**config.mk**
```make
export PLATFORM = sky130hd
export DESIGN_NAME = bhq_cell
export DESIGN_NICKNAME = d
export VERILOG_FILES = /design/src/rtl/binary_max_heap_queue_defines.svh /design/src/rtl/bhq_pkg.sv /design/src/rtl/bhq_cell.sv
export SDC_FILE = /design/constraint.sdc
export NUM_CORES = 1
export LEC_CHECK = 0
export ABC_CLOCK_PERIOD_IN_PS = 2500
export BUFFER_PORTS_ARGS = -buffer_cell sky130_fd_sc_hd__buf_2
export CAP_MARGIN = 5
export CELL_PAD_IN_SITES_DETAIL_PLACEMENT = 1
export CELL_PAD_IN_SITES_GLOBAL_PLACEMENT = 1
export CORE_MARGIN = 10
export CORE_UTILIZATION = 28
export CTS_CLUSTER_DIAMETER = 60
export CTS_CLUSTER_SIZE = 25
export DETAILED_ROUTE_END_ITERATION = 6
export GPL_ROUTABILITY_DRIVEN = 0
export PLACE_DENSITY = 0.77
export SLEW_MARGIN = 20
export SYNTH_ARGS = -nofsm -noshare
export SYNTH_HDL_FRONTEND = slang
export SYNTH_SLANG_ARGS = --single-unit
export TNS_END_PERCENT = 20
```
**constraint.sdc**
```tcl
create_clock -name clk_i -period 2.5 [get_ports clk_i]
set_input_delay 0.375 -clock clk_i [delete_from_list [all_inputs] [get_ports clk_i]]
set_output_delay 0.375 -clock clk_i [all_outputs]
set_load 0.005 [all_outputs]
```
**src/rtl/binary_max_heap_queue_defines.svh**
```systemverilog
// ----------------------------------------------------------------------------
// binary max heap queue assertion macros
// shared concurrent assertion forms, clocked on clk_i, off during reset
// ----------------------------------------------------------------------------
`ifndef BINARY_MAX_HEAP_QUEUE_DEFINES_SVH
`define BINARY_MAX_HEAP_QUEUE_DEFINES_SVH

// property holds at every edge
`define BHQ_ASSERT(label, prop, msg) \
  label: assert property (@(posedge clk_i) disable iff (!rst_ni) (prop)) else $error(msg);

// consequent holds at the edge after the antecedent
`define BHQ_ASSERT_NEXT(label, ante, cons, msg) \
  label: assert property (@(posedge clk_i) disable iff (!rst_ni) (ante) |=> (cons)) \
    else $error(msg);

`endif

```
**src/rtl/bhq_pkg.sv**
```systemverilog
// ----------------------------------------------------------------------------
// bhq_pkg
// field widths, operation and status codes, cell control type
// ----------------------------------------------------------------------------
package bhq_pkg;

  localparam int FUNC_W   = 1;
  localparam int VALUE_W  = 32;
  localparam int COUNT_W  = 7;
  localparam int STATUS_W = 2;

  localparam logic [FUNC_W-1:0] FUNC_INSERT = 1'b0;
  localparam logic [FUNC_W-1:0] FUNC_REMOVE = 1'b1;

  localparam logic [STATUS_W-1:0] STATUS_OK    = 2'd0;
  localparam logic [STATUS_W-1:0] STATUS_FULL  = 2'd1;
  localparam logic [STATUS_W-1:0] STATUS_EMPTY = 2'd2;

  typedef struct packed {
    logic insert;
    logic remove;
  } bhq_ctrl_t;

endpackage

```
**src/rtl/bhq_cell.sv**
```systemverilog
// ----------------------------------------------------------------------------
// bhq_cell
// one slot of the sorted key chain; keys run from largest at cell zero
// ----------------------------------------------------------------------------
module bhq_cell #(
  parameter int KEY_WIDTH = 32
) (
  input  logic                        clk_i,
  input  bhq_pkg::bhq_ctrl_t          ctrl_i,
  input  logic                        occupied_i,
  input  logic signed [KEY_WIDTH-1:0] new_key_i,
  input  logic signed [KEY_WIDTH-1:0] left_key_i,
  input  logic                        left_keep_i,
  input  logic signed [KEY_WIDTH-1:0] right_key_i,
  output logic signed [KEY_WIDTH-1:0] key_o,
  output logic signed [KEY_WIDTH-1:0] next_key_o,
  output logic                        keep_o
);
  import bhq_pkg::*;

  logic signed [KEY_WIDTH-1:0] key_q;
  logic signed [KEY_WIDTH-1:0] key_d;

  // own key not smaller than the incoming one: stays put
  assign keep_o = occupied_i && !(key_q < new_key_i);

  always_comb begin
    key_d = key_q;
    if (ctrl_i.insert) begin
      if (keep_o) begin
        key_d = key_q;
      end else if (left_keep_i) begin
        key_d = new_key_i;
      end else begin
        key_d = left_key_i;
      end
    end else if (ctrl_i.remove) begin
      key_d = right_key_i;
    end
  end

  always_ff @(posedge clk_i) begin
    key_q <= key_d;
  end

  assign key_o      = key_q;
  assign next_key_o = key_d;

endmodule

```
==> summary.txt <==
Run status
  – Status: finished with violations
  – Failing checks: negative setup slack

Route
  – DRT iter0 DRCs: 74
  – Antenna viol nets, final: 0
  – TritonRoute pass-1 iters: 4
  – Via count: 3273
  – Remaining DRCs: 0
  – Post-Route WL: 12500 um
  – Via density per instance: 4.89
  – WL/cell: 18.6 um

Clock network
  – Cts hold-fix bufs: 0
  – Root Driver: clkbuf_8
  – CTS sink count: 32
  – Clock Pin Slew Worst Setup and Hold Paths: 70 ps
  – Total CTS buffers: 5
  – CTS tree: yes
  – Clk buf depth: 2
  – Clk_lat worst skew: 270 ps
  – # H-tree levels: 2

Timing
  – Worst-margin pin slew: 491 ps
  – Final worst path period share: 1.27
  – Final Worst Setup Slack: -686 ps
  – Final setup vio count: 35
  – Max-slew violations: 0
  – Final min period: 3190 ps
  – RSZ-0062 raised after global routing: yes
  – Slew margin rel.: 0.670
  – Fmax: 314 MHz
  – Clk_skew: 4.49 ps
  – Hold Vio Cnt, Final: 0

Synth
  – Post-synth top area share: 0.224
  – Yosys reg bits: 32
  – Synth area leaders: dfxtp_1 22%, a221oi_2 16%, ha_1 14%
  – Syn_area_per_cell: 8.63 um^2
  – Ys async rst share: 0
  – Number of synthesized flops with an enable pin: 0
  – Synth cell types: 33
  – Syn Nets: 464
  – Cell count after synthesis: 332
  – Prevailing post-synth register cell: dfxtp_1
  – Synthesis Warnings: 0
  – Leading area contributor after synthesis: dfxtp_1
  – Mapped Area: 2860 um^2
  – Post-synthesis sequential area ratio: 0.224

Setup path
  – CP max stage delay: 390 ps
  – Crit path max fanout: 15
  – Worst Setup Start Kind: flop
  – CP Class: reg -> out
  – Critical path required time: 2120 ps
  – Worst Path Arrival: 2810 ps
  – Reg2reg setup slack: -70 ps
  – CP max stage cell: a211oi_4
  – CP Cell Sequence: ha_4 > a211o_1 > a31oi_4 > o311a_1 > o41ai_4 > a211oi_4 > nor2_4 > buf_12 > a221oi_4 > buf_2
  – Critical Path Sink Type: output pin

Floorplanning
  – Initial Util: 0.290
  – FP Rows: 36
  – IO Count: 166
  – Total Die Area: 14700 um^2
  – Die H: 121 um
  – Core area: 9860 um^2
  – Chip width: 121 um

Global routing
  – First-pass GRT wire length: 19700 um
  – Tot GR Track Use: 0.165
  – Vias in the first global route: 3900
  – Pin count of the biggest net entering global routing: 33
  – Remaining Overflow, GRT: 0
  – Initial antenna violation count: 0

Worst hold path
  – Worst hold path type: in -> reg

Place
  – Port bufs: 165
  – Placed Cells: 662
  – DP Worst Slack: -678 ps
  – Placed wire-length estimate: 10300 um

Final layout
  – Area growth, synth to finish: 61.0%
  – Max FFs per register: 32
  – Final std cells w/o fill: 670
  – Antenna diodes: 0
  – Layout cells sized above 1: 0.501
  – Commonest non-fill, non-tap cell in the layout: buf_2
  – Layout fillers: 1212
  – Fin nets: 671
  – Most frequent cells in the layout: 165 x buf_2, 66 x inv_1, 51 x buf_4

Power and ir drop
  – Peak supply drop: 0.190 mV
  – Power Density: 555 nW/um^2
  – P_leak: 0.00241 uW

Run
  – Max-Cap Viols: 0
-- per-stage QoR --
stage	total power [uW]	utilization	hold WS (ps)	area, um^2	setup TNS, ps
final	2560	0.468	473	4610	-21440
after global routing	2770	0.468	485	4610	-28060
after CTS	2580	0.464	458	4570	-21790
after detailed placement	2100	0.443	545	4370	-27730
after global placement	2040	0.443	520	4370	-25340
after floorplan	1430	-	510	3050	-0.860
-- Yosys cell counts, types with 3 or more instances --
cell,number
inv_1,67
dfxtp_1,32
nand2_1,8
nand4_1,6
clkbuf_1,15
a211oi_1,30
buf_6,3
ha_1,31
mux2i_1,32
buf_4,3
nor2_1,33
a221oi_2,30
o21ai_0,3
a221oi_1,3
a21oi_1,13
-- cell type report --
type | instances | area (um^2) | area share
Clock buffer | 5 | 68.8 | 0.0149
Multi-Input combinational cell | 212 | 2170 | 0.471
Timing Repair Buffer | 221 | 1310 | 0.284
Tap cell | 133 | 166 | 0.0361
Inverter | 67 | 254 | 0.0551
Sequential cell | 32 | 642 | 0.139
-- cell families after synthesis --
family,after synthesis,share of synthesized area
adder cells (fa/ha/maj),31,0.135
AND/OR/NAND/NOR,58,0.0913
multiplexers,32,0.112
buffers and inverters,88,0.127
AO/OA/AOI/OAI,91,0.311
flip-flops,32,0.224
-- critical path: cells and delay by family (launching register included) --
family                     cells  cell delay (ps)
DFF                            1              340
buffers and inverters          2              350
and+or+nand+nor                1               90
adders and majority gates      1              260
AOI/OAI and AO/OA              6             1490
-- routing by layer --
layer / track usage / up-vias / part of all wire / routed length, um
met1: 0.164 / 1530 / 0.39 / 4880
met3: 0.0493 / 18 / 0.062 / 769
met5: 0 / - / 0 / 0
met4: 0.0425 / 0 / 0.020 / 248
met2: 0.322 / 108 / 0.53 / 6590
li1: - / 1617 / - / -
-- timing repair --
item,CTS,global route
gates resized for setup,14,3
gates cloned,0,0
pin swaps,2,4
setup endpoints to repair,65,59
hold endpoints to repair,0,0
buffers inserted,2,1
-- report_power, final --
group / internal (uW) / leakage (uW) / switching [uW]
Clock: 180 / 0.0000359 / 186
Sequential: 613 / 0.000270 / 66.9
Combinational: 740 / 0.00211 / 776
Total: 1530 / 0.00241 / 1030
-- worst paths after layout --
kind                       start              to  cells after the start
setup / recovery        key_o[2]  next_key_o[28]                     10
hold / removal    right_key_i[0]        key_o[0]                      3
setup reg to reg        key_o[2]       key_o[28]                     10
hold reg to reg        key_o[12]       key_o[12]                      2
Note: power is estimated with default switching activity, not from simulation.
